## src/rtl/llja_pkg.sv

```systemverilog
`timescale 1ns / 1ps

package llja_pkg;

    localparam int COUNTERS_DEF = 16;
    localparam int CFG_W        = 5;
    localparam int JOB_W        = 16;
    localparam int TIME_W       = 32;
    localparam int IDX_OUT_W    = 4;
    localparam int IN_DATA_W    = 16;
    localparam int OUT_DATA_W   = 72;

    localparam logic [CFG_W-1:0] CFG_RESET = 5'd16;

    typedef enum logic [1:0] {
        ST_IDLE,
        ST_SCAN,
        ST_UPDATE
    } llja_state_t;

    typedef struct packed {
        logic start;
        logic scan;
        logic update;
    } llja_cmd_t;

    typedef struct packed {
        logic scan_done;
        logic out_free;
    } llja_status_t;

endpackage

```

## src/rtl/least_loaded_job_assigner.sv

```systemverilog
`timescale 1ns / 1ps

// Greedy least-loaded scheduler. Each s_ beat carries one job time; the block
// picks the active server with the smallest finish time (lowest index on ties),
// adds the job time with saturation at 2^32-1 and returns one m_ beat with the
// server index, its new finish time and the makespan. An item passes through
// accept, a scan of the finish-time memory over the active servers (one read
// per cycle) and a write back, which waits for a free output register. s_tready
// is high only between items; a finished result waits in an output register, so
// the next job can be taken while it is pending. Reset and new_batch clear the
// per-server valid flags at once, so there is no clearing pass.
module least_loaded_job_assigner #(
    parameter int COUNTERS = llja_pkg::COUNTERS_DEF
) (
    input  logic                              aclk,
    input  logic                              aresetn,
    input  logic                              cfg_wr_en,
    input  logic [llja_pkg::CFG_W-1:0]        cfg_wr_data,   // counter_count
    input  logic                              s_tvalid,
    output logic                              s_tready,
    input  logic [llja_pkg::IN_DATA_W-1:0]    s_tdata,       // job_time
    input  logic                              s_tuser,       // new_batch
    output logic                              m_tvalid,
    input  logic                              m_tready,
    // assigned_counter[3:0], counter_finish[35:4], makespan[67:36], zero pad
    output logic [llja_pkg::OUT_DATA_W-1:0]   m_tdata
);

    llja_pkg::llja_cmd_t    cmd;
    llja_pkg::llja_status_t status;

    llja_ctrl u_ctrl (
        .aclk     (aclk),
        .aresetn  (aresetn),
        .s_tvalid (s_tvalid),
        .s_tready (s_tready),
        .status   (status),
        .cmd      (cmd)
    );

    llja_datapath #(
        .COUNTERS (COUNTERS)
    ) u_datapath (
        .aclk        (aclk),
        .aresetn     (aresetn),
        .cfg_wr_en   (cfg_wr_en),
        .cfg_wr_data (cfg_wr_data),
        .s_tdata     (s_tdata),
        .s_tuser     (s_tuser),
        .m_tvalid    (m_tvalid),
        .m_tready    (m_tready),
        .m_tdata     (m_tdata),
        .cmd         (cmd),
        .status      (status)
    );

endmodule

```

## src/rtl/llja_ctrl.sv

```systemverilog
`timescale 1ns / 1ps

module llja_ctrl (
    input  logic                 aclk,
    input  logic                 aresetn,
    input  logic                 s_tvalid,
    output logic                 s_tready,
    input  llja_pkg::llja_status_t status,
    output llja_pkg::llja_cmd_t    cmd
);

    llja_pkg::llja_state_t state_reg;
    llja_pkg::llja_state_t state_next;

    always_ff @(posedge aclk) begin
        if (!aresetn) begin
            state_reg <= llja_pkg::ST_IDLE;
        end else begin
            state_reg <= state_next;
        end
    end

    always_comb begin
        state_next = state_reg;
        s_tready   = 1'b0;
        cmd        = '0;
        case (state_reg)
            llja_pkg::ST_IDLE: begin
                s_tready = 1'b1;
                if (s_tvalid) begin
                    cmd.start  = 1'b1;
                    state_next = llja_pkg::ST_SCAN;
                end
            end
            llja_pkg::ST_SCAN: begin
                cmd.scan = 1'b1;
                if (status.scan_done) begin
                    state_next = llja_pkg::ST_UPDATE;
                end
            end
            llja_pkg::ST_UPDATE: begin
                if (status.out_free) begin
                    cmd.update = 1'b1;
                    state_next = llja_pkg::ST_IDLE;
                end
            end
            default: begin
                state_next = llja_pkg::ST_IDLE;
            end
        endcase
    end

endmodule

```

## src/rtl/llja_datapath.sv

```systemverilog
`timescale 1ns / 1ps

module llja_datapath #(
    parameter int COUNTERS = llja_pkg::COUNTERS_DEF
) (
    input  logic                              aclk,
    input  logic                              aresetn,
    input  logic                              cfg_wr_en,
    input  logic [llja_pkg::CFG_W-1:0]        cfg_wr_data,
    input  logic [llja_pkg::IN_DATA_W-1:0]    s_tdata,
    input  logic                              s_tuser,
    output logic                              m_tvalid,
    input  logic                              m_tready,
    output logic [llja_pkg::OUT_DATA_W-1:0]   m_tdata,
    input  llja_pkg::llja_cmd_t               cmd,
    output llja_pkg::llja_status_t            status
);

    localparam int IDX_W = (COUNTERS > 1) ? $clog2(COUNTERS) : 1;
    localparam int TW    = llja_pkg::TIME_W;

    logic [TW-1:0]                    mem [COUNTERS];
    logic [COUNTERS-1:0]              valid_reg;
    logic [llja_pkg::CFG_W-1:0]       cfg_reg;
    logic [llja_pkg::JOB_W-1:0]       job_reg;
    logic [IDX_W-1:0]                 idx_reg;
    logic [IDX_W-1:0]                 last_reg;
    logic [IDX_W-1:0]                 best_idx_reg;
    logic [TW-1:0]                    best_val_reg;
    logic [TW-1:0]                    rd_data_reg;
    logic [TW-1:0]                    largest_reg;
    logic                             out_valid_reg;
    logic [llja_pkg::IDX_OUT_W-1:0]   out_idx_reg;
    logic [TW-1:0]                    out_finish_reg;
    logic [TW-1:0]                    out_span_reg;

    logic [IDX_W-1:0] last_next;
    logic [IDX_W-1:0] rd_addr;
    logic [TW-1:0]    cur_val;
    logic [TW:0]      sum_wide;
    logic [TW-1:0]    sum_sat;
    logic [TW-1:0]    span_next;
    logic             idx_last;

    always_comb begin
        if (cfg_reg == '0) begin
            last_next = '0;
        end else if (32'(cfg_reg) > 32'(COUNTERS)) begin
            last_next = IDX_W'(COUNTERS - 1);
        end else begin
            last_next = IDX_W'(32'(cfg_reg) - 32'd1);
        end
    end

    assign idx_last = (idx_reg == last_reg);
    assign rd_addr  = cmd.start ? '0 : (idx_last ? idx_reg : idx_reg + 1'b1);
    assign cur_val  = valid_reg[idx_reg] ? rd_data_reg : '0;
    assign sum_wide = {1'b0, best_val_reg} + {{(TW + 1 - llja_pkg::JOB_W){1'b0}}, job_reg};
    assign sum_sat  = sum_wide[TW] ? {TW{1'b1}} : sum_wide[TW-1:0];
    assign span_next = (sum_sat > largest_reg) ? sum_sat : largest_reg;

    assign status.scan_done = idx_last;
    assign status.out_free  = !out_valid_reg || m_tready;

    always_ff @(posedge aclk) begin
        rd_data_reg <= mem[rd_addr];
        if (cmd.update) begin
            mem[best_idx_reg] <= sum_sat;
        end
    end

    always_ff @(posedge aclk) begin
        if (!aresetn) begin
            cfg_reg       <= llja_pkg::CFG_RESET;
            valid_reg     <= '0;
            largest_reg   <= '0;
            out_valid_reg <= 1'b0;
        end else begin
            if (cfg_wr_en) begin
                cfg_reg <= cfg_wr_data;
            end
            if (cmd.start && s_tuser) begin
                valid_reg   <= '0;
                largest_reg <= '0;
            end
            if (cmd.update) begin
                valid_reg[best_idx_reg] <= 1'b1;
                largest_reg             <= span_next;
                out_valid_reg           <= 1'b1;
            end else if (m_tready) begin
                out_valid_reg <= 1'b0;
            end
        end
    end

    always_ff @(posedge aclk) begin
        if (cmd.start) begin
            job_reg  <= s_tdata[llja_pkg::JOB_W-1:0];
            last_reg <= last_next;
            idx_reg  <= '0;
        end
        if (cmd.scan) begin
            if (idx_reg == '0 || cur_val < best_val_reg) begin
                best_idx_reg <= idx_reg;
                best_val_reg <= cur_val;
            end
            if (!idx_last) begin
                idx_reg <= idx_reg + 1'b1;
            end
        end
        if (cmd.update) begin
            out_idx_reg    <= llja_pkg::IDX_OUT_W'(32'(best_idx_reg));
            out_finish_reg <= sum_sat;
            out_span_reg   <= span_next;
        end
    end

    assign m_tvalid = out_valid_reg;
    assign m_tdata  = {4'b0, out_span_reg, out_finish_reg, out_idx_reg};

`ifndef SYNTH
    a_best_in_range: assert property (@(posedge aclk) disable iff (!aresetn)
        cmd.scan |-> (idx_reg <= last_reg))
        else $error("scan index past active count");

    a_update_loads_out: assert property (@(posedge aclk) disable iff (!aresetn)
        cmd.update |=> out_valid_reg)
        else $error("result not loaded after update");

    a_span_covers_finish: assert property (@(posedge aclk) disable iff (!aresetn)
        $rose(out_valid_reg) |-> (out_span_reg >= out_finish_reg))
        else $error("makespan below server finish time");

    a_no_overwrite: assert property (@(posedge aclk) disable iff (!aresetn)
        (out_valid_reg && !m_tready) |-> !cmd.update)
        else $error("pending result overwritten");
`endif

endmodule

```

## config.mk

```make
export PLATFORM = sky130hd
export DESIGN_NAME = least_loaded_job_assigner
export DESIGN_NICKNAME = d
export VERILOG_FILES = /design/src/rtl/llja_pkg.sv /design/src/rtl/least_loaded_job_assigner.sv /design/src/rtl/llja_ctrl.sv /design/src/rtl/llja_datapath.sv
export SDC_FILE = /design/constraint.sdc
export NUM_CORES = 1
export LEC_CHECK = 0
export BUFFER_PORTS_ARGS = -buffer_cell sky130_fd_sc_hd__buf_2
export CAP_MARGIN = 20
export CORE_ASPECT_RATIO = 1.1
export CORE_UTILIZATION = 31
export DETAILED_ROUTE_END_ITERATION = 12
export PLACE_DENSITY = 0.51
export REMOVE_ABC_BUFFERS = 1
export SLEW_MARGIN = 10
export SYNTH_ARGS = -nofsm -noshare
export SYNTH_HDL_FRONTEND = slang
export SYNTH_HIERARCHICAL = 1
export SYNTH_SLANG_ARGS = --single-unit
```

## constraint.sdc

```tcl
create_clock -name aclk -period 20.1 [get_ports aclk]
set_input_delay 2.01 -clock aclk [delete_from_list [all_inputs] [get_ports aclk]]
set_output_delay 2.01 -clock aclk [all_outputs]
set_load 0.01 [all_outputs]
```

### Yosys cells after proc, flatten, opt, wreduce, memory -nomap -nowiden

Memories as Yosys holds them, arrays and structs flattened. A register that Yosys moved wholly into a read port is not among the register bits.
Cells that the tools add are included.

| storage, ports and cells | value |
|---|---|
| output and inout port bits | 74 |
| input port bits | 27 |
| bits in writable memories | 512 |
| memories kept | 1 |
| bits in registers | 184 |
| logic and storage cells | 74 |

Memories:

| name | words | bits a word | rd ports | clocked after Yosys merged registers in | wr ports | line | RTL |
|---|---|---|---|---|---|---|---|
| u_datapath.mem | 16 | 32 | 1 | 1 | 1 | llja_datapath.sv:22 | `logic [TW-1:0] mem [COUNTERS];` |

| cells by class | value |
|---|---|
| muxes and demuxes | 32 |
| $lt $le $gt $ge | 6 |
| bitwise gates (word level) | 1 |
| equality and inequality tests | 6 |
| reductions and logical operators | 12 |
| add/sub/neg operators | 3 |

Operator list:

| cell | number |
|---|---|
| 32-bit 2-to-1 mux | 5 |
| 16-bit 2-to-1 mux | 3 |
| 32-bit by 16-bit adder with 33-bit output | 1 |
| 32-bit greater-than comparator | 1 |
| 32-bit < comparator | 1 |
| 4-bit 2-to-1 mux | 6 |
| 16-bit bitwise OR | 1 |
| 1-bit 2-to-1 mux | 12 |
| 4-bit by 5-bit < comparator with 1-bit output, second input constant | 2 |
| 2-bit 2-to-1 mux | 3 |
| 2-bit case mux with 3 select lines | 1 |
| 5-bit greater-than comparator, second input constant | 1 |
| 5-bit logical NOT | 1 |
| 4-bit by 1-bit adder with 4-bit output, second input constant | 1 |
| 1-bit binary-select mux with 4-bit select | 1 |
| 1-bit demux with 4-bit select | 1 |
| 4-bit equality test | 1 |
| 4-bit by 1-bit >= comparator with 1-bit output, second input constant | 1 |
| 4-bit logical NOT | 1 |
| 2-bit inequality test, second input constant | 2 |
| 2-bit nonzero test | 2 |
| 4-bit by 1-bit subtractor with 4-bit output, second input constant | 1 |
| 3-bit AND reduction | 1 |
| 2-bit by 1-bit equality test with 1-bit output, second input constant | 1 |
| other kinds (7) | 9 |

### Longest topological paths before layout

| depth | value |
|---|---|
| depth in word-level cells | 7 |
| depth in mapped cells | 23 |
| gate-level depth less buffers | 19 |

### Modules after synthesis

The synthesis kept the hierarchy.

By module, submodules not included:

| module | instances | seq. area each (µm²) | area an instance (µm²) | cells each |
|---|---|---|---|---|
| llja_datapath | 1 | 20,900.0 | 29,333.1 | 1,692 |
| llja_ctrl | 1 | 40.0 | 105.1 | 12 |

### Least setup slack after synthesis

OpenSTA, ideal clock, no wires.

| timing path | value |
|---|---|
| kind | input to register |
| start | input m_tready |
| end | memory u_datapath/mem[8][0] (netlist bit) (enable) |
| cell stages on the path | 5 |
| path buffers | 0 |
| path slack | 10,862 ps |
| required time | 19,595 ps |
| arrival | 8,733 ps |
| library setup time | 505 ps |
| cell sequence | nand2b_1 nand2_1 nor2_1 nand2_1 nor4_1 |

RTL lines:

| element | line | RTL |
|---|---|---|
| start: declaration | least_loaded_job_assigner.sv:24 | `input logic m_tready,` |
| end: declaration | llja_datapath.sv:22 |  |

### Worst setup path in the final report

| timing path | value |
|---|---|
| start | register u_datapath.best_val_reg[0] |
| end | register u_datapath.largest_reg[24] |

| between the ends | value |
|---|---|
| cells in the longest elaborated chain, start to end | 5 |

Ends and longest elaborated chain:

| element | line | RTL |
|---|---|---|
| start: declaration | llja_datapath.sv:29 | `logic [TW-1:0] best_val_reg;` |
| start signal: assignment | llja_datapath.sv:105 | `best_val_reg <= cur_val;` |
| 32-bit by 16-bit adder with 33-bit output | llja_datapath.sv:58 | `assign sum_wide = {1'b0, best_val_reg} + {{(TW + 1 - llja_pkg::JOB_W){1'b0}}, job_reg};` |
| 32-bit 2-to-1 mux | llja_datapath.sv:59 | `assign sum_sat = sum_wide[TW] ? {TW{1'b1}} : sum_wide[TW-1:0];` |
| via u_datapath.sum_sat[21] | llja_datapath.sv:41 | `logic [TW-1:0] sum_sat;` |
| 32-bit greater-than comparator | llja_datapath.sv:60 | `assign span_next = (sum_sat > largest_reg) ? sum_sat : largest_reg;` |
| 32-bit 2-to-1 mux | llja_datapath.sv:60 |  |
| 32-bit 2-to-1 mux | llja_datapath.sv:86 | `if (cmd.update) begin` |
| end signal: assignment | llja_datapath.sv:88 | `largest_reg <= span_next;` |
| end: declaration | llja_datapath.sv:31 | `logic [TW-1:0] largest_reg;` |

The timed path passes the listed nets, and every way through them passes these cells.
A chain may end at the register's enable or synchronous reset.

==> results by group <==
Yosys
  • Post-synthesis sequential area ratio: 71.13%
  • Synth warn: 6
  • Top_reg_cell synth: edfxtp_1
  • Cells after Synth: 1,704
  • Netlist Area Pre-Place: 0.02944 mm^2
  • Unique masters post-synth: 67
  • EDFF count, synth: 636
  • Yosys reg bits: 728
  • Avg Cell Area, Syn: 17.28 um^2
  • FFs w/ async S/R, synth: 0%

Routing
  • Via density: 4.965
  • Initial DRC count: 1,448
  • Via Count: 15.72k
  • DRC violations left: 0
  • WL/cell: 24.28 um
  • Initial DRT Pass Iterations: 5
  • Final ANT Viol Nets: 0
  • WL final: 76,840 um

CTS
  • CTS tree: built
  • Reg clk slew, reported paths: 60 ps
  • Clock H-tree levels: 3
  • Clock latency at the later pin of the worst-skew pair: 640 ps
  • Root Buffer: clkbuf_16
  • CTS-repair resized insts: 0
  • Setup Buffers After CTS: 0
  • CTS Sinks: 728
  • # hold bufs at CTS: 0
  • Cts bufs inserted: 78
  • Clock Tree Buf Depth: 3

Floorplan
  • Initial core utilization: 31.30%
  • # IOs: 101
  • Die height: 325.2 um
  • Chip Width: 295.8 um
  • Core Box Area: 0.09405 mm^2
  • Cell Rows: 118
  • Die ar.: 0.09620 mm^2

Cells and area
  • Share of cells above drive strength 1: 22.89%
  • Non-Filler Instances: 3,165
  • Most common cell after layout, fill and taps aside: edfxtp_1
  • Nets: 1,950
  • Fill count: 8,807
  • Design area: 0.03422 mm^2
  • Max reg flops: 512
  • Commonest cells after routing, fill and taps aside: 636 x edfxtp_1, 133 x mux4_2, 96 x buf_2
  • P&R area growth vs syn: 16.24%
  • N_diodes: 0
  • Biggest register: u_datapath/mem

Global routing
  • Pin count of the biggest net entering global routing: 129
  • Initial antenna violation count: 5
  • First-pass GRT wire length: 112,000 um
  • Overall overflow remaining after global route: 0
  • Vias in the first global route: 16.30k
  • Total GRT Usage: 16.15%

STA
  • Slew @ Worst Pin: 988.0 ps
  • Final setup violation count: 0
  • Slew headroom: 33.92%
  • Final Slew Violations: 0
  • Hold Vio Cnt, Final: 0
  • Final Worst Setup Slack: 13,240 ps
  • Setup TNS: 0 ps
  • Final Skew: 27.54 ps
  • Final Cycle Share: 34.10%
  • RSZ-0062 raised after global routing: no
  • Fin crit period: 6855 ps
  • Max Freq: 145.9 MHz

Placed design
  • DP HPWL: 44,040 um
  • Dpl cell area: 0.03154 mm^2
  • Input/output buffers: 96
  • DP Worst Slack: 13,190 ps
  • Placer Congestion: 0.8394
  • Placed Cells: 3,020

Worst setup path
  • Critical-path cell list: ha_1, fa_1, a21oi_1, nand4b_1, a32oi_1, a31oi_1, a2111o_1, buf_4, o311a_1, nand3_1, ha_1, nand4_1, nor4_1, a31o_2, buf_4, o21ba_2, a22o_1
  • Setup CP Type: reg -> reg
  • CP top delay family: compound AO/OA/AOI/OAI gates
  • Critical path data arrival time: 7430 ps
  • CP max FO: 34
  • R2R Setup Slk: 13,240 ps
  • WP buf/inv: 2
  • CP Capture Type: register
  • Crit path largest cell delay: 720 ps
  • Critical Path RT: 20,670 ps
  • Startpoint type of the worst setup path: register
  • Crit-path slowest cell: o21ba_2

Run status
  • Status: complete, no violations

Power and ir drop
  • Power Total: 3997 uW
  • Static Leak: 0.01151 uW
  • Max VDD drop: 59.38 uV
  • P per Cell Area: 116.8 mW/mm^2

Worst hold path
  • Hold WC Path Type: reg -> reg

Flow run
  • Max-cap violations: 0
## worst register-to-register path: stages, from the launching register on
cell and delay, ps:
edfxtp_1 410, ha_1 250, fa_1 420, a21oi_1 190
nand4b_1 160, a32oi_1 200, a31oi_1 470, a2111o_1 370
buf_4 320, o311a_1 220, nand3_1 560, ha_1 580
nand4_1 100, nor4_1 580, a31o_2 490, buf_4 470
o21ba_2 740, a22o_1 270
## path summary, 6_finish.rpt
path	to	startpoint	cells after the start
worst min-delay path	u_datapath/largest_reg[29]$_SDFFE_PN0P_	u_datapath/largest_reg[29]$_SDFFE_PN0P_	1
worst max register to register	u_datapath/largest_reg[24]$_SDFFE_PN0P_	u_datapath/best_val_reg[0]$_DFFE_PP_	17
worst max-delay path	u_datapath/largest_reg[24]$_SDFFE_PN0P_	u_datapath/best_val_reg[0]$_DFFE_PP_	17
worst min register to register	u_datapath/largest_reg[29]$_SDFFE_PN0P_	u_datapath/largest_reg[29]$_SDFFE_PN0P_	1
## synthesized netlist by cell type (6+ instances only)
| cell | count | area share, % |
|---|---|---|
| edfxtp_1 | 636 | 65 |
| mux4_2 | 133 | 10 |
| dfxtp_1 | 92 | 6.3 |
| nand2_1 | 92 | 1.2 |
| ha_1 | 82 | 3.5 |
| inv_1 | 75 | 0.96 |
| a21oi_1 | 66 | 1.1 |
| a22oi_1 | 65 | 1.7 |
| nor2_1 | 53 | 0.68 |
| and2_1 | 36 | 0.77 |
| o21ai_0 | 36 | 0.61 |
| a22o_1 | 31 | 0.92 |
| clkbuf_1 | 31 | 0.40 |
| nor2b_1 | 27 | 0.57 |
| mux2_2 | 21 | 0.80 |
| nand3_1 | 20 | 0.34 |
| a21o_1 | 19 | 0.48 |
| nor3_1 | 15 | 0.26 |
| buf_2 | 14 | 0.24 |
| buf_4 | 14 | 0.36 |
| nand4_1 | 14 | 0.30 |
| xor2_1 | 13 | 0.39 |
| xnor2_1 | 10 | 0.30 |
| a31oi_1 | 8 | 0.17 |
| buf_1 | 8 | 0.10 |
| and3_1 | 7 | 0.15 |
| buf_6 | 6 | 0.23 |
| mux2i_1 | 6 | 0.20 |
| nand2b_1 | 6 | 0.13 |
| or3_1 | 6 | 0.13 |
## per-stage QoR
stage                     hold WS, ps  utilization [%]
after global routing            496.8            36.38
after detailed placement        463.9            33.54
after global placement          455.2            33.54
final                           479.2            36.38
after CTS                       481.9            36.38
after floorplan                 441.9                -
## layer usage
metal  routed length (um)  vias to the layer above  track usage, %
li1                     -                     7021               -
met3                 3974                       85           2.671
met5                    0                        -               0
met2                38560                      402           27.17
met1                32840                     8207           21.22
met4                 1464                        0           4.922
## kinds of logic after synthesis
kind of cell	Yosys count	synth area share (%)
flip-flops	728	71.13
AND/OR/NAND/NOR	296	5.028
AO/OA/AOI/OAI	264	6.116
multiplexers	160	11.18
buffers and inverters	149	2.291
adder cells (fa/ha/maj)	83	3.553
XOR/XNOR	23	0.6843
other	1	0.01274
## where the power goes
| group | leakage, uW | internal [uW] | switching [uW] |
|---|---|---|---|
| Clock | 0.00130 | 897 | 601 |
| Combinational | 0.00364 | 237 | 418 |
| Sequential | 0.00657 | 1800 | 42.8 |
| Total | 0.0115 | 2930 | 1060 |
## final cells by class
| class | count | area, um^2 | share of cell area, % |
|---|---|---|---|
| tap | 1260 | 1577 | 4.607 |
| clock inverter | 41 | 489.2 | 1.430 |
| sequential | 728 | 20940 | 61.19 |
| clock buffer | 104 | 2185 | 6.384 |
| multi-input combinational | 830 | 8013 | 23.42 |
| inverter | 76 | 285.3 | 0.8337 |
| timing repair buffer | 126 | 730.7 | 2.135 |
Note: power is estimated with default switching activity, not from simulation.
